$ cat src/sv/ausp_pkg.sv
package ausp_pkg;

   localparam int unsigned DATA_W = 8;
   localparam int unsigned WORD_W = 32;
   localparam int unsigned SAMPLE_W = 16;
   localparam int unsigned CSR_IDX_W = 2;
   localparam int unsigned CNT_W = 5;

   localparam logic [WORD_W-1:0] MAGIC_RESET = 32'h2E73_6E64;
   localparam logic [WORD_W-1:0] ENCODING_RESET = 32'd3;
   localparam logic [WORD_W-1:0] RATE_RESET = 32'd8000;
   localparam logic [WORD_W-1:0] CHANNELS_RESET = 32'd1;
   localparam logic [WORD_W-1:0] MIN_OFFSET = 32'd24;

   localparam logic [CSR_IDX_W-1:0] CSR_MAGIC = 2'd0;
   localparam logic [CSR_IDX_W-1:0] CSR_ENCODING = 2'd1;
   localparam logic [CSR_IDX_W-1:0] CSR_RATE = 2'd2;
   localparam logic [CSR_IDX_W-1:0] CSR_CHANNELS = 2'd3;

   localparam logic [2:0] WORD_MAGIC = 3'd1;
   localparam logic [2:0] WORD_OFFSET = 3'd2;
   localparam logic [2:0] WORD_SIZE = 3'd3;
   localparam logic [2:0] WORD_ENCODING = 3'd4;
   localparam logic [2:0] WORD_RATE = 3'd5;

   typedef enum logic [1:0] {
      PH_WAIT,
      PH_HEADER,
      PH_SKIP,
      PH_DATA
   } phase_type;

   typedef enum logic [1:0] {
      KIND_SAMPLE,
      KIND_HEADER,
      KIND_ERROR
   } kind_type;

   typedef enum logic [2:0] {
      ERR_MAGIC,
      ERR_OFFSET,
      ERR_ENCODING,
      ERR_RATE,
      ERR_CHANNELS,
      ERR_TRUNC_SAMPLE,
      ERR_TRUNC_HEADER
   } err_type;

   typedef struct packed {
      logic [WORD_W-1:0] magic;
      logic [WORD_W-1:0] encoding;
      logic [WORD_W-1:0] rate;
      logic [WORD_W-1:0] channels;
   } cfg_type;

   typedef struct packed {
      logic                         has_result;
      kind_type                     kind;
      logic signed [SAMPLE_W-1:0]   sample;
      err_type                      err;
      logic [WORD_W-1:0]            size;
      logic [WORD_W-1:0]            offset;
   } result_type;

endpackage

$ cat src/sv/ausp_if.sv
interface ausp_req_if;
   logic                          valid;
   logic                          ready;
   logic [ausp_pkg::DATA_W-1:0]   data_byte;
   logic                          first_byte_of_file;
   logic                          last_byte_of_file;

   modport source (output valid, output data_byte, output first_byte_of_file,
                   output last_byte_of_file, input ready);
   modport sink (input valid, input data_byte, input first_byte_of_file,
                 input last_byte_of_file, output ready);
endinterface

interface ausp_rsp_if;
   logic                                 valid;
   logic                                 ready;
   logic [1:0]                           result_kind;
   logic signed [ausp_pkg::SAMPLE_W-1:0] sample_value;
   logic [2:0]                           error_code;
   logic [ausp_pkg::WORD_W-1:0]          header_data_size;
   logic [ausp_pkg::WORD_W-1:0]          header_data_offset;

   modport source (output valid, output result_kind, output sample_value,
                   output error_code, output header_data_size,
                   output header_data_offset, input ready);
   modport sink (input valid, input result_kind, input sample_value,
                 input error_code, input header_data_size,
                 input header_data_offset, output ready);
endinterface

$ cat src/sv/ausp_parser.sv
module ausp_parser (
   input  logic                          clock,
   input  logic                          reset,
   input  logic                          step,
   input  logic [ausp_pkg::DATA_W-1:0]   data_byte,
   input  logic                          first,
   input  logic                          last,
   input  ausp_pkg::cfg_type             cfg,
   output ausp_pkg::result_type          res
);

   ausp_pkg::phase_type                 phase_ff, phase_in;
   logic [ausp_pkg::CNT_W-1:0]          cnt_ff, cnt_in;
   logic [ausp_pkg::WORD_W-1:0]         shift_ff, shift_in;
   logic [ausp_pkg::WORD_W-1:0]         offset_ff, offset_in;
   logic [ausp_pkg::WORD_W-1:0]         size_ff, size_in;
   logic [ausp_pkg::WORD_W-1:0]         skip_ff, skip_in;
   logic [ausp_pkg::DATA_W-1:0]         hold_ff, hold_in;
   logic                                half_ff, half_in;

   always_ff @(posedge clock) begin
      if (reset) begin
         phase_ff <= ausp_pkg::PH_WAIT;
         cnt_ff <= '0;
         shift_ff <= '0;
         offset_ff <= '0;
         size_ff <= '0;
         skip_ff <= '0;
         hold_ff <= '0;
         half_ff <= 1'b0;
      end else if (step) begin
         phase_ff <= phase_in;
         cnt_ff <= cnt_in;
         shift_ff <= shift_in;
         offset_ff <= offset_in;
         size_ff <= size_in;
         skip_ff <= skip_in;
         hold_ff <= hold_in;
         half_ff <= half_in;
      end
   end

   always_comb begin
      ausp_pkg::phase_type ph;
      logic fail;
      logic hdr_done;
      ausp_pkg::err_type code;

      ph = first ? ausp_pkg::PH_HEADER : phase_ff;
      fail = 1'b0;
      hdr_done = 1'b0;
      code = ausp_pkg::ERR_MAGIC;
      phase_in = ph;
      cnt_in = first ? '0 : cnt_ff;
      shift_in = first ? '0 : shift_ff;
      half_in = first ? 1'b0 : half_ff;
      offset_in = offset_ff;
      size_in = size_ff;
      skip_in = skip_ff;
      hold_in = hold_ff;
      res = '0;

      unique case (ph)
         ausp_pkg::PH_HEADER: begin
            shift_in = {shift_in[ausp_pkg::WORD_W-ausp_pkg::DATA_W-1:0], data_byte};
            cnt_in = cnt_in + 5'd1;
            if (cnt_in[1:0] == 2'b00) begin
               case (cnt_in[4:2])
                  ausp_pkg::WORD_MAGIC: begin
                     if (shift_in != cfg.magic) begin
                        fail = 1'b1;
                        code = ausp_pkg::ERR_MAGIC;
                     end
                  end
                  ausp_pkg::WORD_OFFSET: begin
                     offset_in = shift_in;
                     if (shift_in < ausp_pkg::MIN_OFFSET) begin
                        fail = 1'b1;
                        code = ausp_pkg::ERR_OFFSET;
                     end
                  end
                  ausp_pkg::WORD_SIZE: begin
                     size_in = shift_in;
                  end
                  ausp_pkg::WORD_ENCODING: begin
                     if (shift_in != cfg.encoding) begin
                        fail = 1'b1;
                        code = ausp_pkg::ERR_ENCODING;
                     end
                  end
                  ausp_pkg::WORD_RATE: begin
                     if (shift_in != cfg.rate) begin
                        fail = 1'b1;
                        code = ausp_pkg::ERR_RATE;
                     end
                  end
                  default: begin
                     if (shift_in != cfg.channels) begin
                        fail = 1'b1;
                        code = ausp_pkg::ERR_CHANNELS;
                     end else begin
                        hdr_done = 1'b1;
                     end
                  end
               endcase
            end
            if (hdr_done) begin
               skip_in = offset_ff - ausp_pkg::MIN_OFFSET;
               half_in = 1'b0;
               if (last) begin
                  phase_in = ausp_pkg::PH_WAIT;
               end else if (skip_in != '0) begin
                  phase_in = ausp_pkg::PH_SKIP;
               end else begin
                  phase_in = ausp_pkg::PH_DATA;
               end
               res.has_result = 1'b1;
               res.kind = ausp_pkg::KIND_HEADER;
               res.size = size_ff;
               res.offset = offset_ff;
            end else if (fail || last) begin
               phase_in = ausp_pkg::PH_WAIT;
               res.has_result = 1'b1;
               res.kind = ausp_pkg::KIND_ERROR;
               res.err = fail ? code : ausp_pkg::ERR_TRUNC_HEADER;
            end
         end
         ausp_pkg::PH_SKIP: begin
            skip_in = skip_ff - 32'd1;
            if (last) begin
               phase_in = ausp_pkg::PH_WAIT;
            end else if (skip_in == '0) begin
               phase_in = ausp_pkg::PH_DATA;
            end
         end
         ausp_pkg::PH_DATA: begin
            if (!half_in) begin
               hold_in = data_byte;
               half_in = 1'b1;
               if (last) begin
                  phase_in = ausp_pkg::PH_WAIT;
                  res.has_result = 1'b1;
                  res.kind = ausp_pkg::KIND_ERROR;
                  res.err = ausp_pkg::ERR_TRUNC_SAMPLE;
               end
            end else begin
               half_in = 1'b0;
               if (last) begin
                  phase_in = ausp_pkg::PH_WAIT;
               end
               res.has_result = 1'b1;
               res.kind = ausp_pkg::KIND_SAMPLE;
               res.sample = {hold_ff, data_byte};
            end
         end
         default: begin
         end
      endcase
   end

endmodule

$ cat src/sv/au_stream_header_and_sample_parser_top.sv
// Each accepted request is captured in the input register; any result it yields is registered in the result register.
// Throughput: one request per cycle while the result is not stalled; a stalled result holds the input register.
// Each byte is parsed by a single pass of logic between input and result registers.
// Reset (synchronous, active high) returns the parser to waiting for a first-marked
// byte, empties both registers and restores the configuration reset values.
module au_stream_header_and_sample_parser_top (
   input  logic                              clock,
   input  logic                              reset,
   ausp_req_if.sink                          req_ch,
   ausp_rsp_if.source                        rsp_ch,
   input  logic                              csr_write_enable,
   input  logic [ausp_pkg::CSR_IDX_W-1:0]    csr_index,
   input  logic [ausp_pkg::WORD_W-1:0]       csr_write_data
);

   ausp_pkg::cfg_type                 cfg_ff;
   logic                              in_valid_ff;
   logic [ausp_pkg::DATA_W-1:0]       in_byte_ff;
   logic                              in_first_ff;
   logic                              in_last_ff;
   logic                              advance;
   ausp_pkg::result_type              res;
   logic                              out_valid_ff;
   ausp_pkg::result_type              out_ff;

   always_ff @(posedge clock) begin
      if (reset) begin
         cfg_ff.magic <= ausp_pkg::MAGIC_RESET;
         cfg_ff.encoding <= ausp_pkg::ENCODING_RESET;
         cfg_ff.rate <= ausp_pkg::RATE_RESET;
         cfg_ff.channels <= ausp_pkg::CHANNELS_RESET;
      end else if (csr_write_enable) begin
         unique case (csr_index)
            ausp_pkg::CSR_MAGIC: cfg_ff.magic <= csr_write_data;
            ausp_pkg::CSR_ENCODING: cfg_ff.encoding <= csr_write_data;
            ausp_pkg::CSR_RATE: cfg_ff.rate <= csr_write_data;
            ausp_pkg::CSR_CHANNELS: cfg_ff.channels <= csr_write_data;
            default: begin
            end
         endcase
      end
   end

   assign advance = in_valid_ff && (!out_valid_ff || rsp_ch.ready);
   assign req_ch.ready = !in_valid_ff || advance;

   always_ff @(posedge clock) begin
      if (reset) begin
         in_valid_ff <= 1'b0;
      end else if (req_ch.ready) begin
         in_valid_ff <= req_ch.valid;
      end
   end

   always_ff @(posedge clock) begin
      if (req_ch.valid && req_ch.ready) begin
         in_byte_ff <= req_ch.data_byte;
         in_first_ff <= req_ch.first_byte_of_file;
         in_last_ff <= req_ch.last_byte_of_file;
      end
   end

   ausp_parser u_parser (
      .clock     (clock),
      .reset     (reset),
      .step      (advance),
      .data_byte (in_byte_ff),
      .first     (in_first_ff),
      .last      (in_last_ff),
      .cfg       (cfg_ff),
      .res       (res)
   );

   always_ff @(posedge clock) begin
      if (reset) begin
         out_valid_ff <= 1'b0;
      end else if (advance) begin
         out_valid_ff <= res.has_result;
      end else if (rsp_ch.ready) begin
         out_valid_ff <= 1'b0;
      end
   end

   always_ff @(posedge clock) begin
      if (advance && res.has_result) begin
         out_ff <= res;
      end
   end

   assign rsp_ch.valid = out_valid_ff;
   assign rsp_ch.result_kind = out_ff.kind;
   assign rsp_ch.sample_value = out_ff.sample;
   assign rsp_ch.error_code = out_ff.err;
   assign rsp_ch.header_data_size = out_ff.size;
   assign rsp_ch.header_data_offset = out_ff.offset;

endmodule
$ cat src/flat_wrapper.sv
// flat-port wrapper written by rule: the top's interface ports become plain ports
module au_stream_header_and_sample_parser_top_flat 
  (clock, reset, csr_write_enable, csr_index, csr_write_data, req_ch_valid, req_ch_data_byte, req_ch_first_byte_of_file, req_ch_last_byte_of_file, req_ch_ready, rsp_ch_valid, rsp_ch_result_kind, rsp_ch_sample_value, rsp_ch_error_code, rsp_ch_header_data_size, rsp_ch_header_data_offset, rsp_ch_ready);
  ausp_req_if req_ch_i ();
  ausp_rsp_if rsp_ch_i ();
  input  logic clock;
  input  logic reset;
  input  logic csr_write_enable;
  input  logic [ausp_pkg::CSR_IDX_W-1:0] csr_index;
  input  logic [ausp_pkg::WORD_W-1:0] csr_write_data;
  input wire logic [$bits(req_ch_i.valid)-1:0] req_ch_valid;
  input wire logic [$bits(req_ch_i.data_byte)-1:0] req_ch_data_byte;
  input wire logic [$bits(req_ch_i.first_byte_of_file)-1:0] req_ch_first_byte_of_file;
  input wire logic [$bits(req_ch_i.last_byte_of_file)-1:0] req_ch_last_byte_of_file;
  output wire logic [$bits(req_ch_i.ready)-1:0] req_ch_ready;
  output wire logic [$bits(rsp_ch_i.valid)-1:0] rsp_ch_valid;
  output wire logic [$bits(rsp_ch_i.result_kind)-1:0] rsp_ch_result_kind;
  output wire logic [$bits(rsp_ch_i.sample_value)-1:0] rsp_ch_sample_value;
  output wire logic [$bits(rsp_ch_i.error_code)-1:0] rsp_ch_error_code;
  output wire logic [$bits(rsp_ch_i.header_data_size)-1:0] rsp_ch_header_data_size;
  output wire logic [$bits(rsp_ch_i.header_data_offset)-1:0] rsp_ch_header_data_offset;
  input wire logic [$bits(rsp_ch_i.ready)-1:0] rsp_ch_ready;
  assign req_ch_i.valid = req_ch_valid;
  assign req_ch_i.data_byte = req_ch_data_byte;
  assign req_ch_i.first_byte_of_file = req_ch_first_byte_of_file;
  assign req_ch_i.last_byte_of_file = req_ch_last_byte_of_file;
  assign req_ch_ready = req_ch_i.ready;
  assign rsp_ch_valid = rsp_ch_i.valid;
  assign rsp_ch_result_kind = rsp_ch_i.result_kind;
  assign rsp_ch_sample_value = rsp_ch_i.sample_value;
  assign rsp_ch_error_code = rsp_ch_i.error_code;
  assign rsp_ch_header_data_size = rsp_ch_i.header_data_size;
  assign rsp_ch_header_data_offset = rsp_ch_i.header_data_offset;
  assign rsp_ch_i.ready = rsp_ch_ready;
  au_stream_header_and_sample_parser_top u_core (.clock(clock), .reset(reset), .req_ch(req_ch_i), .rsp_ch(rsp_ch_i), .csr_write_enable(csr_write_enable), .csr_index(csr_index), .csr_write_data(csr_write_data));
endmodule
$ cat config.mk
export PLATFORM = sky130hd
export DESIGN_NAME = au_stream_header_and_sample_parser_top_flat
export DESIGN_NICKNAME = d
export VERILOG_FILES = /design/src/sv/ausp_pkg.sv /design/src/sv/ausp_if.sv /design/src/sv/ausp_parser.sv /design/src/sv/au_stream_header_and_sample_parser_top.sv /design/src/flat_wrapper.sv
export SDC_FILE = /design/constraint.sdc
export NUM_CORES = 1
export LEC_CHECK = 0
export ABC_AREA = 0
export BUFFER_PORTS_ARGS = -buffer_cell sky130_fd_sc_hd__buf_2
export CORE_MARGIN = 5
export CORE_UTILIZATION = 25
export DETAILED_ROUTE_END_ITERATION = 8
export SETUP_SLACK_MARGIN = 0.15
export SLEW_MARGIN = 10
export SYNTH_ARGS = -nofsm -noshare
export SYNTH_HDL_FRONTEND = slang
export SYNTH_HIERARCHICAL = 1
export SYNTH_SLANG_ARGS = --single-unit
$ cat constraint.sdc
create_clock -name clock -period 19.45 [get_ports clock]
set_input_delay 3.89 -clock clock [delete_from_list [all_inputs] [get_ports clock]]
set_output_delay 3.89 -clock clock [all_outputs]
set_load 0.01 [all_outputs]
### After elaboration in Yosys (flattened, before gate mapping)

Index checks and enable logic that the tools add are counted.

* flip-flop bits (word level): 361
* word-level logic and storage cells: 119

* bitwise gates (word level): 1
* eq/ne operators: 16
* muxes and demuxes: 50
* reduce and logical (&&, ||, !) cells: 26
* $add $sub $neg: 3
* order comparisons: 1

Operators with widths (number)
* $ne A32 B32 Y1: 4
* $pmux W32 S2: 1
* $mux W24: 2
* $mux W3: 11
* $logic_not A32 Y1: 1
* $lt A32 B5 Y1 const B: 1
* $mux W32: 1
* $reduce_bool A32 Y1: 1
* $sub A32 B1 Y32 const B: 1
* $sub A32 B5 Y32 const B: 1
* $mux W1: 18
* $mux W2: 9
* $pmux W3 S2: 2
* $pmux W3 S4: 1
* $reduce_and A2 Y1: 6
* $mux W5: 2
* $eq A2 B2 Y1 const B: 4
* $reduce_and A4 Y1: 2
* $eq A3 B2 Y1 const B: 2
* $eq A3 B3 Y1 const B: 2
* $pmux W2 S3: 1
* $reduce_and A3 Y1: 2
* $add A5 B1 Y5 const B: 1
* $pmux W1 S5: 1
* 12 further kinds: 20

### Depth between registers and ports, before layout

Gate-level depths: netlist (run 1).

* depth after elaboration: 11
* depth in mapped cells: 19
* gate-level depth less buffers: 11

### Cells and area by module

Netlist (run 1), hierarchy kept.

By module, submodules not included
* ausp_parser: cells an instance 1468, area an instance 10517.6 sq um, sequential area each 2722.6 sq um, times used 1
* au_stream_header_and_sample_parser_top: cells an instance 584, area an instance 8059.0 sq um, sequential area each 5455.2 sq um, times used 1

### Worst setup path before layout (run 1)

Ideal clock, no wire load.

* path type: input to register
* start: input rsp_ch_ready
* end: register u_core.out_ff, in the netlist u_core/rsp_ch.error_code[0], enable pin
* stages on the path: 2
* data arrival time: 7.786 ns
* setup slack: 11.125 ns
* library setup time: 0.539 ns
* path through: nand2b_1 > nor2b_1

* cells in the longest elaborated chain, start to end: 3

RTL lines
* start: declaration: RTL line flat_wrapper.sv:22 `input wire logic [$bits(rsp_ch_i.ready)-1:0] rsp_ch_ready;`
* $logic_or A1 B1 Y1: RTL line au_stream_header_and_sample_parser_top.sv:44 `assign advance = in_valid_ff && (!out_valid_ff || rsp_ch.ready);`
* $logic_and A1 B1 Y1: RTL line au_stream_header_and_sample_parser_top.sv:44
* $logic_and A1 B1 Y1: RTL line au_stream_header_and_sample_parser_top.sv:85 `if (advance && res.has_result) begin`
* end signal: assignment: RTL line au_stream_header_and_sample_parser_top.sv:86 `out_ff <= res;`
* end: declaration: RTL line au_stream_header_and_sample_parser_top.sv:24 `ausp_pkg::result_type out_ff;`

Every way passes these cells.
A chain may end at the register's enable or synchronous reset.

### Worst setup path after layout (run 1)

* start: input rsp_ch_ready
* end: output req_ch_ready

* cells in the longest elaborated chain, start to end: 3

RTL lines
* $logic_or A1 B1 Y1: RTL line au_stream_header_and_sample_parser_top.sv:44
* $logic_and A1 B1 Y1: RTL line au_stream_header_and_sample_parser_top.sv:44
* $logic_or A1 B1 Y1: RTL line au_stream_header_and_sample_parser_top.sv:45 `assign req_ch.ready = !in_valid_ff || advance;`
* end: declaration: RTL line flat_wrapper.sv:15 `output wire logic [$bits(req_ch_i.ready)-1:0] req_ch_ready;`

Every way passes these cells.

==> impl_table.tex, run 1 <==
\begin{tabular}{lr}
\hline
Metric & Value \\
\hline
\multicolumn{2}{l}{\textbf{Run status}} \\
Run status & complete, no violations \\
\multicolumn{2}{l}{\textbf{Route}} \\
Vias/cell & 4.92 \\
Uppermost layer routed & met5 \\
Total Routed Length & 58.5 mm \\
Routed met2 length & 27.9 mm \\
Routed via count & 15,200 \\
Router iterations before antenna repair & 5 \\
Final ANT Viol Nets & 0 \\
WL per Instance & 18.9 um \\
Routed met3 length & 3.84 mm \\
DRT met1 WL & 25.6 mm \\
Initial detailed-routing violation count & 1,290 \\
Number of DRC violations after detailed routing & 0 \\
\multicolumn{2}{l}{\textbf{Clocking}} \\
CTS root buffer & sky130\_fd\_sc\_hd\_\_clkbuf\_16 \\
Number of buffers on the longest clock path & 3 \\
Post-cts hold buffer count & 0 \\
TritonCTS clock tree & done \\
Sink Count & 361 \\
Cells resized by post-CTS repair & 0 \\
Count of H-tree levels built during CTS & 2 \\
Clock transition at path regs & 0.06 ns \\
Total CTS buffers & 42 \\
Number of buffers added for setup after CTS & 0 \\
Clk\_lat worst skew & 0.59 ns \\
\multicolumn{2}{l}{\textbf{Global route}} \\
Overall track demand over capacity in global routing & 0.142 \\
Grt ovf & 0 \\
Number of antenna violations at the first check in global routing & 1 \\
Global-route wire length before repair & 89.0 mm \\
Pin count of the biggest net entering global routing & 96 \\
Number of global-route vias before repair & 14,300 \\
\multicolumn{2}{l}{\textbf{STA}} \\
Final clock skew & 0.0338 ns \\
Unrepaired setup endpoints after global routing & false \\
Share of the clock period used by the worst path after layout & 0.423 \\
Final hold slack & 0.448 ns \\
Count of pins over their slew limit & 0 \\
Least-Margin Pin Slew & 1.09 ns \\
Setup total negative slack & 0 ns \\
Time the worst path needs with I/O delays and setup & 8.23 ns \\
Final setup violation count & 0 \\
Highest achievable clock rate & 0.122 GHz \\
Number of failing hold endpoints at the final stage & 0 \\
Slew Limit Headroom & 0.264 \\
\multicolumn{2}{l}{\textbf{Min path}} \\
Worst Hold Depth & 2 \\
Worst min-delay path startpoint & u\_core/u\_parser/size\_ff[21]\$\_SDFFE\_PP0P\_ \\
Capture endpoint of the worst hold path & u\_core/u\_parser/size\_ff[21]\$\_SDFFE\_PP0P\_ \\
Min-delay worst type & reg2reg \\
\multicolumn{2}{l}{\textbf{Synthesis}} \\
Cell variety after synth & 84 \\
Number of enable flip-flop cells after synthesis & 95 \\
Total number of yosys warnings & 6 \\
Sequential area share after synthesis & 0.440 \\
Total of flip-flops plus latches after synthesis & 361 \\
Share of flip-flops with an asynchronous set or reset after synthesis & 0 \\
Dominant register cell in the synthesized netlist & sky130\_fd\_sc\_hd\_\_dfxtp\_1 \\
Mapped cell area & 18,600 sq um \\
Synthesized netlist net count & 2,106 \\
Instance count of the mapped netlist & 2,052 \\
Mean Syn Cell Area & 9.05 sq um \\
\multicolumn{2}{l}{\textbf{Floorplanning}} \\
Core region area & 74,100 sq um \\
Row cnt & 100 \\
I/O pin total & 136 \\
Starting Density & 0.251 \\
Die boundary width & 283 um \\
Die extent in y & 283 um \\
Area of the die & 79,900 sq um \\
\multicolumn{2}{l}{\textbf{Place}} \\
Post-placement cell area & 19,900 sq um \\
Placer congestion estimate & 0.873 \\
Buffers on Ports & 135 \\
DP HPWL & 40.2 mm \\
\multicolumn{2}{l}{\textbf{Final layout}} \\
Most used cells in the layout excluding fill and tap cells & sky130\_fd\_sc\_hd\_\_dfxtp\_1, sky130\_fd\_sc\_hd\_\_nand2\_1, sky130\_fd\_sc\_hd\_\_nor2\_1 \\
Final-layout fill cell count & 7,880 \\
Share of cells above drive strength 1 & 0.120 \\
Most common library cell in the layout ignoring fill and taps & sky130\_fd\_sc\_hd\_\_dfxtp\_1 \\
Number of nets in the finished design & 2,137 \\
Final Cell Area & 21,300 sq um \\
Area added between synthesis and finish & 14.6\% \\
\multicolumn{2}{l}{\textbf{Power}} \\
Cell-internal power & 1.30 mW \\
Power dissipated by switching net loads & 0.409 mW \\
Part of the power in registers & 0.469 \\
Share of power burned in combinational logic & 0.056 \\
Power Density & 80.2 nW/um\^{}2 \\
Largest vdd supply drop & 75.1 uV \\
LEAKAGE & 7.72 nW \\
Clock share of power & 0.474 \\
Sw Share & 0.239 \\
\multicolumn{2}{l}{\textbf{Critical path}} \\
Logic depth of the worst register-to-register path & 12 \\
Type of element capturing the critical path & output port \\
Kind of start point of the critical path & input port \\
Data arrival time of the critical path & 4.34 ns \\
Worst R2R End & u\_core/rsp\_ch.header\_data\_size[27]\$\_DFFE\_PP\_ \\
Slack of the worst reg-to-reg path & 14.34 ns \\
Worst R2R Start & u\_core/in\_first\_ff\$\_DFFE\_PP\_ \\
Required arrival time at the worst endpoint & 15.56 ns \\
Crit Path Category & in2out \\
Peak fanout along the critical path & 3 \\
\multicolumn{2}{l}{\textbf{Flow run}} \\
Count of maximum capacitance violations & 0 \\
\hline
\end{tabular}
## critical path, stage by stage
cell	delay [ns]
sky130_fd_sc_hd__buf_2	0.10
sky130_fd_sc_hd__nand3b_1	0.18
sky130_fd_sc_hd__buf_2	0.16
## cell type report
type | instances | area [sq um] | share of cell area
multi-input cells | 1500 | 9580 | 0.450
flip-flops and latches | 361 | 8180 | 0.384
clock buffers | 63 | 1220 | 0.0575
well taps | 969 | 1210 | 0.0569
repair buffers | 151 | 805 | 0.0378
clock inverters | 15 | 186 | 0.00876
inverters | 27 | 101 | 0.00476
diodes | 1 | 2.50 | 0.000118
## logic make-up (layout without fill, tap and decap cells)
kind of cell               count (synthesis)  in the layout  share of synthesized area
other                                      0              1                          0
muxes                                    137            137                     0.0738
xor gates and xnor gates                 108            108                     0.0509
buffers and inverters                    191            256                     0.0466
AOI/OAI and AO/OA                        345            345                      0.124
adders and majority gates                  5              5                    0.00337
DFF                                      361            361                      0.440
and+or+nand+nor                          905            905                      0.261
## cell usage after synthesis (all sizes together) (5+ instances only)
master | number | share of area
nor2 | 190 | 0.039
nand2b | 147 | 0.050
o21ai | 40 | 0.011
edfxtp | 95 | 0.15
nand4b | 19 | 0.0090
nor4b | 12 | 0.0057
o32ai | 36 | 0.017
a32oi | 7 | 0.0033
clkbuf | 114 | 0.023
nand4 | 30 | 0.010
a21oi | 124 | 0.033
a31oi | 32 | 0.011
o311ai | 5 | 0.0024
xnor2 | 80 | 0.038
o211ai | 7 | 0.0028
nor3b | 6 | 0.0024
nor2b | 28 | 0.0094
buf | 50 | 0.018
ha | 5 | 0.0034
o21bai | 6 | 0.0024
nand3b | 9 | 0.0036
xor2 | 28 | 0.013
nor4bb | 28 | 0.015
inv | 25 | 0.0051
dfxtp | 266 | 0.29
nor3 | 28 | 0.0084
nand3 | 27 | 0.0075
and2 | 87 | 0.029
nand2 | 231 | 0.047
mux2i | 137 | 0.074
or3 | 14 | 0.0050
o31ai | 9 | 0.0036
a22o | 5 | 0.0024
nor4 | 21 | 0.0087
or4 | 9 | 0.0038
a32o | 9 | 0.0048
or2 | 7 | 0.0024
a22oi | 11 | 0.0044
a211oi | 9 | 0.0036
## sequential cells by signal, indices dropped and copies added, names as in the netlist, 16 cells and up
name                              flops
u_core/cfg_ff                       128
u_core/rsp_ch.header_data_offset     32
u_core/rsp_ch.header_data_size       32
u_core/u_parser/offset_ff            32
u_core/u_parser/size_ff              32
u_core/u_parser/skip_ff              32
u_core/u_parser/shift_ff             24
u_core/rsp_ch.sample_value           16
## power groups by stage
stage / clock network (mW) / registers (mW) / logic [mW]
5_1_grt: 0.866 / 0.803 / 0.104
3_3_place_gp: 0 / 0.817 / 0.0947
3_5_place_dp: 0 / 0.818 / 0.0954
4_1_cts: 0.832 / 0.801 / 0.0958
2_1_floorplan: 0 / 0.808 / 0.0718
6_report: 0.811 / 0.801 / 0.0962
## metal layers
| layer | track usage | vias to the layer above |
|---|---|---|
| met5 | 0 | - |
| li1 | - | 7302 |
| met2 | 0.238 | 466 |
| met3 | 0.0273 | 87 |
| met4 | 0.0324 | 2 |
| met1 | 0.191 | 7331 |
## worst max-delay path by stage
stage	startpoint	endpoint	slack, ns	cells after the start
floorplan	rsp_ch_ready	u_core/rsp_ch.error_code[0]$_DFFE_PP_	11.13	2
global placement	rsp_ch_ready	req_ch_ready	11.23	3
detailed placement	rsp_ch_ready	req_ch_ready	11.22	3
CTS	rsp_ch_ready	req_ch_ready	11.22	3
global route	rsp_ch_ready	req_ch_ready	11.18	3
finish	rsp_ch_ready	req_ch_ready	11.22	3
## stage by stage
step | instances | util | worst slack, ns | power, mW
after detailed placement | 3008 | 0.268 | 11.22 | 0.913
after floorplan | 2052 | - | 11.13 | 0.879
final | 3087 | 0.287 | 11.22 | 1.71
after global placement | 3008 | 0.268 | 11.23 | 0.912
after global routing | 3086 | 0.287 | 11.18 | 1.77
after CTS | 3086 | 0.287 | 11.22 | 1.73
(Power assumes the default switching activity.)
==> run 2: changes to the inputs <==
clock period = 6.7 ns   (was 19.45 ns; I/O delays follow)
==> impl_table.tex, run 2 (synthesized netlist as in run 1, its figures left out) <==
\begin{tabular}{lr}
\hline
Metric & Value \\
\hline
\multicolumn{2}{l}{\textbf{Run status}} \\
Run status & complete, no violations \\
\multicolumn{2}{l}{\textbf{Min path}} \\
Min-delay worst type & reg2reg \\
\multicolumn{2}{l}{\textbf{Critical path}} \\
Peak fanout along the critical path & 56 \\
Required arrival time at the worst endpoint & 6.91 ns \\
Kind of start point of the critical path & flop \\
Type of element capturing the critical path & flop \\
Data arrival time of the critical path & 4.67 ns \\
Crit Path Category & reg2reg \\
\multicolumn{2}{l}{\textbf{Flow run}} \\
Count of maximum capacitance violations & 0 \\
\multicolumn{2}{l}{\textbf{STA}} \\
Final hold slack & 0.448 ns \\
Final clock skew & 0.0249 ns \\
Unrepaired setup endpoints after global routing & false \\
Setup total negative slack & 0 ns \\
Slew Limit Headroom & 0.294 \\
Share of the clock period used by the worst path after layout & 0.665 \\
Least-Margin Pin Slew & 1.05 ns \\
Number of failing hold endpoints at the final stage & 0 \\
Worst path setup slack after routing & 2.24 ns \\
Time the worst path needs with I/O delays and setup & 4.46 ns \\
Count of pins over their slew limit & 0 \\
Final setup violation count & 0 \\
Highest achievable clock rate & 0.224 GHz \\
\multicolumn{2}{l}{\textbf{Clocking}} \\
Total CTS buffers & 43 \\
Number of buffers added for setup after CTS & 0 \\
Post-cts hold buffer count & 0 \\
Number of buffers on the longest clock path & 3 \\
CTS root buffer & sky130\_fd\_sc\_hd\_\_clkbuf\_16 \\
Sink Count & 361 \\
Clock transition at path regs & 0.06 ns \\
TritonCTS clock tree & done \\
Clk\_lat worst skew & 0.58 ns \\
Cells resized by post-CTS repair & 0 \\
Count of H-tree levels built during CTS & 2 \\
\multicolumn{2}{l}{\textbf{Floorplanning}} \\
Area of the die & 79,900 sq um \\
I/O pin total & 136 \\
Die boundary width & 283 um \\
Row cnt & 100 \\
Starting Density & 0.251 \\
Die extent in y & 283 um \\
Core region area & 74,100 sq um \\
\multicolumn{2}{l}{\textbf{Place}} \\
Dpl cells & 3,007 \\
Buffers on Ports & 135 \\
Post-placement cell area & 19,900 sq um \\
Post-placement setup slack & 2.15 ns \\
DP HPWL & 40.4 mm \\
Placer congestion estimate & 0.878 \\
\multicolumn{2}{l}{\textbf{Power}} \\
Power Density & 232 nW/um\^{}2 \\
LEAKAGE & 7.68 nW \\
Post-layout power & 4.94 mW \\
Largest vdd supply drop & 175 uV \\
\multicolumn{2}{l}{\textbf{Final layout}} \\
Number of flip-flops in the largest register & 128 \\
Most common library cell in the layout ignoring fill and taps & sky130\_fd\_sc\_hd\_\_dfxtp\_1 \\
Final Cell Area & 21,300 sq um \\
Area added between synthesis and finish & 14.6\% \\
Largest reg by FF count & u\_core/cfg\_ff \\
Utilization after layout & 0.287 \\
Number of standard cells in the layout, taps in and fillers out & 3,087 \\
Number of nets in the finished design & 2,137 \\
Share of cells above drive strength 1 & 0.119 \\
Final-layout fill cell count & 7,939 \\
Most used cells in the layout excluding fill and tap cells & sky130\_fd\_sc\_hd\_\_dfxtp\_1, sky130\_fd\_sc\_hd\_\_nand2\_1, sky130\_fd\_sc\_hd\_\_nor2\_1 \\
\multicolumn{2}{l}{\textbf{Global route}} \\
Global-route wire length before repair & 89.2 mm \\
Grt ovf & 0 \\
Pin count of the biggest net entering global routing & 227 \\
Number of antenna violations at the first check in global routing & 4 \\
Overall track demand over capacity in global routing & 0.142 \\
Number of global-route vias before repair & 14,300 \\
\multicolumn{2}{l}{\textbf{Route}} \\
Vias/cell & 4.95 \\
WL per Instance & 19.0 um \\
Router iterations before antenna repair & 6 \\
Final ANT Viol Nets & 0 \\
Routed via count & 15,300 \\
Number of DRC violations after detailed routing & 0 \\
Total Routed Length & 58.7 mm \\
Initial detailed-routing violation count & 1,466 \\
\hline
\end{tabular}
-- run 2: area by class of cell --
type	count	area, sq um	area share
antenna	1	2.50	0.000118
clock buffer	60	1180	0.0554
clock inverter	19	219	0.0103
inverter	27	101	0.00476
multi-input combinational	1500	9580	0.450
sequential	361	8180	0.384
tap	969	1210	0.0569
timing repair buffer	150	822	0.0386
-- run 2: path summary, 6_finish.rpt --
| kind | slack [ns] | cells after the start | from | endpoint |
|---|---|---|---|---|
| max | 2.24 | 12 | u_core/in_first_ff$_DFFE_PP_ | u_core/rsp_ch.result_kind[0]$_DFFE_PP_ |
| min | 0.45 | 2 | u_core/u_parser/size_ff[7]$_SDFFE_PP0P_ | u_core/u_parser/size_ff[7]$_SDFFE_PP0P_ |
| max reg2reg | 2.24 | 12 | u_core/in_first_ff$_DFFE_PP_ | u_core/rsp_ch.result_kind[0]$_DFFE_PP_ |
| min reg2reg | 0.45 | 2 | u_core/u_parser/size_ff[7]$_SDFFE_PP0P_ | u_core/u_parser/size_ff[7]$_SDFFE_PP0P_ |
-- run 2: critical path, cell delays in order (launching register included) --
cell and delay [ns]:
sky130_fd_sc_hd__edfxtp_1 0.45, sky130_fd_sc_hd__nor2b_1 0.24, sky130_fd_sc_hd__ha_1 0.27, sky130_fd_sc_hd__nand3_1 0.11
sky130_fd_sc_hd__xor2_1 0.17, sky130_fd_sc_hd__or2_2 0.35, sky130_fd_sc_hd__nor2_1 0.10, sky130_fd_sc_hd__o311ai_0 0.15
sky130_fd_sc_hd__o211ai_1 0.43, sky130_fd_sc_hd__o32a_1 0.24, sky130_fd_sc_hd__nand2_1 0.11, sky130_fd_sc_hd__nor2b_4 0.69
sky130_fd_sc_hd__buf_4 0.68
-- run 2: power breakdown --
group	switching [mW]	internal, mW
clock network	0.973	1.36
registers	0.0569	2.27
logic	0.169	0.111
-- run 2: metal layers --
metal  track usage  part of all wire
met5             0           0.00070
met4        0.0347             0.023
met3        0.0286             0.065
met2         0.232              0.47
met1         0.195              0.44
==> run 3: changes to the inputs <==
clock period = 3.86 ns   (was 6.7 ns; I/O delays follow)
==> impl_table.tex, run 3 (synthesized netlist as in run 1, its figures left out) <==
\begin{tabular}{lr}
\hline
Metric & Value \\
\hline
\multicolumn{2}{l}{\textbf{Final layout}} \\
Number of nets in the finished design & 2,165 \\
Utilization after layout & 0.291 \\
Number of flip-flops in the largest register & 128 \\
Most common library cell in the layout ignoring fill and taps & sky130\_fd\_sc\_hd\_\_dfxtp\_1 \\
Area added between synthesis and finish & 16.2\% \\
Most used cells in the layout excluding fill and tap cells & sky130\_fd\_sc\_hd\_\_dfxtp\_1, sky130\_fd\_sc\_hd\_\_nand2\_1, sky130\_fd\_sc\_hd\_\_nor2\_1 \\
Final-layout fill cell count & 7,882 \\
Number of antenna repair diodes & 0 \\
Largest reg by FF count & u\_core/cfg\_ff \\
Share of cells above drive strength 1 & 0.134 \\
\multicolumn{2}{l}{\textbf{STA}} \\
Slew Limit Headroom & 0.433 \\
Highest achievable clock rate & 0.286 GHz \\
Unrepaired setup endpoints after global routing & false \\
Final setup violation count & 0 \\
Final clock skew & 0.0259 ns \\
Least-Margin Pin Slew & 0.849 ns \\
Final hold slack & 0.382 ns \\
Count of pins over their slew limit & 0 \\
Number of failing hold endpoints at the final stage & 0 \\
Share of the clock period used by the worst path after layout & 0.906 \\
Time the worst path needs with I/O delays and setup & 3.50 ns \\
\multicolumn{2}{l}{\textbf{Clocking}} \\
Post-cts hold buffer count & 0 \\
Cells resized by post-CTS repair & 0 \\
Number of buffers added for setup after CTS & 0 \\
Total CTS buffers & 40 \\
Number of buffers on the longest clock path & 3 \\
CTS root buffer & sky130\_fd\_sc\_hd\_\_clkbuf\_16 \\
Sink Count & 361 \\
TritonCTS clock tree & done \\
Clock transition at path regs & 0.06 ns \\
Clk\_lat worst skew & 0.57 ns \\
Count of H-tree levels built during CTS & 2 \\
\multicolumn{2}{l}{\textbf{Floorplanning}} \\
Row cnt & 100 \\
Die extent in y & 283 um \\
I/O pin total & 136 \\
Starting Density & 0.251 \\
Core region area & 74,100 sq um \\
Area of the die & 79,900 sq um \\
Die boundary width & 283 um \\
\multicolumn{2}{l}{\textbf{Power}} \\
Largest vdd supply drop & 287 uV \\
LEAKAGE & 7.82 nW \\
Power Density & 397 nW/um\^{}2 \\
Sw Share & 0.238 \\
Cell-internal power & 6.53 mW \\
Share of power burned in combinational logic & 0.058 \\
Clock share of power & 0.469 \\
Part of the power in registers & 0.472 \\
Power dissipated by switching net loads & 2.04 mW \\
\multicolumn{2}{l}{\textbf{Critical path}} \\
Type of element capturing the critical path & flop \\
Required arrival time at the worst endpoint & 4.14 ns \\
Peak fanout along the critical path & 81 \\
Slack of the worst reg-to-reg path & 0.36 ns \\
Crit Path Category & reg2reg \\
Logic depth of the worst register-to-register path & 12 \\
Kind of start point of the critical path & flop \\
Data arrival time of the critical path & 3.78 ns \\
\multicolumn{2}{l}{\textbf{Global route}} \\
Pin count of the biggest net entering global routing & 124 \\
Global-route wire length before repair & 89.0 mm \\
Number of antenna violations at the first check in global routing & 5 \\
Number of global-route vias before repair & 14,200 \\
Grt ovf & 0 \\
Overall track demand over capacity in global routing & 0.143 \\
\multicolumn{2}{l}{\textbf{Route}} \\
Final ANT Viol Nets & 0 \\
Number of DRC violations after detailed routing & 0 \\
Total Routed Length & 59.1 mm \\
WL per Instance & 19.0 um \\
Router iterations before antenna repair & 5 \\
Vias/cell & 4.92 \\
Routed via count & 15,300 \\
Initial detailed-routing violation count & 1,362 \\
\multicolumn{2}{l}{\textbf{Place}} \\
DP HPWL & 42.6 mm \\
Placer congestion estimate & 0.909 \\
Buffers on Ports & 135 \\
\multicolumn{2}{l}{\textbf{Min path}} \\
Min-delay worst type & in2reg \\
Worst Hold Depth & 1 \\
\multicolumn{2}{l}{\textbf{Flow run}} \\
Count of maximum capacitance violations & 0 \\
\multicolumn{2}{l}{\textbf{Run status}} \\
Run status & complete, no violations \\
\hline
\end{tabular}
run 3: cell type report:
type / instances / area [sq um] / area share
flip-flops and latches: 361 / 8180 / 0.379
repair buffers: 181 / 1090 / 0.0506
inverters: 27 / 101 / 0.00470
multi-input cells: 1500 / 9610 / 0.445
clock buffers: 51 / 1150 / 0.0531
clock inverters: 23 / 240 / 0.0111
well taps: 969 / 1210 / 0.0562
run 3: path summary, 6_finish.rpt:
kind	from	end
worst min-delay path	req_ch_last_byte_of_file	u_core/in_last_ff$_DFFE_PP_
worst min register to register	u_core/u_parser/size_ff[25]$_SDFFE_PP0P_	u_core/u_parser/size_ff[25]$_SDFFE_PP0P_
worst max register to register	u_core/in_first_ff$_DFFE_PP_	u_core/rsp_ch.header_data_size[24]$_DFFE_PP_
worst max-delay path	u_core/in_first_ff$_DFFE_PP_	u_core/rsp_ch.header_data_size[24]$_DFFE_PP_
run 3: worst max-delay path: stages, from the launching register on:
cell and delay (ns):
sky130_fd_sc_hd__edfxtp_1 0.40, sky130_fd_sc_hd__buf_12 0.31, sky130_fd_sc_hd__nor2b_4 0.09, sky130_fd_sc_hd__ha_4 0.18, sky130_fd_sc_hd__xor2_1 0.17, sky130_fd_sc_hd__nor3_1 0.28, sky130_fd_sc_hd__nand4_1 0.17, sky130_fd_sc_hd__o311ai_1 0.46
sky130_fd_sc_hd__o211ai_1 0.31, sky130_fd_sc_hd__o32a_1 0.42, sky130_fd_sc_hd__nand2_2 0.09, sky130_fd_sc_hd__nor2b_4 0.06, sky130_fd_sc_hd__buf_12 0.18
run 3: per-layer routing:
metal | up-vias | track usage | wire [um]
li1 | 7355 | - | -
met5 | - | 0 | 55
met3 | 97 | 0.0262 | 3600
met4 | 8 | 0.0379 | 1510
met1 | 7359 | 0.193 | 26300
met2 | 501 | 0.235 | 27700
run 3: power by group through the flow:
stage	clock network, mW	logic, mW	registers [mW]
floorplan	0	0.371	4.07
global placement	0	0.497	4.12
detailed placement	0	0.500	4.13
CTS	4.12	0.502	4.04
global route	4.28	0.541	4.05
finish	4.02	0.501	4.04
run 3: per-stage QoR:
step	setup TNS, ns	std cells	power [mW]	instance area [sq um]	worst slack (ns)
detailed placement	0	3038	4.63	20200	0.470
finish	0	3112	8.57	21600	0.364
floorplan	-71.03	2052	4.44	18700	-0.836
global route	0	3112	8.87	21600	0.248
CTS	0	3112	8.66	21600	0.467
global placement	0	3038	4.62	20200	0.475
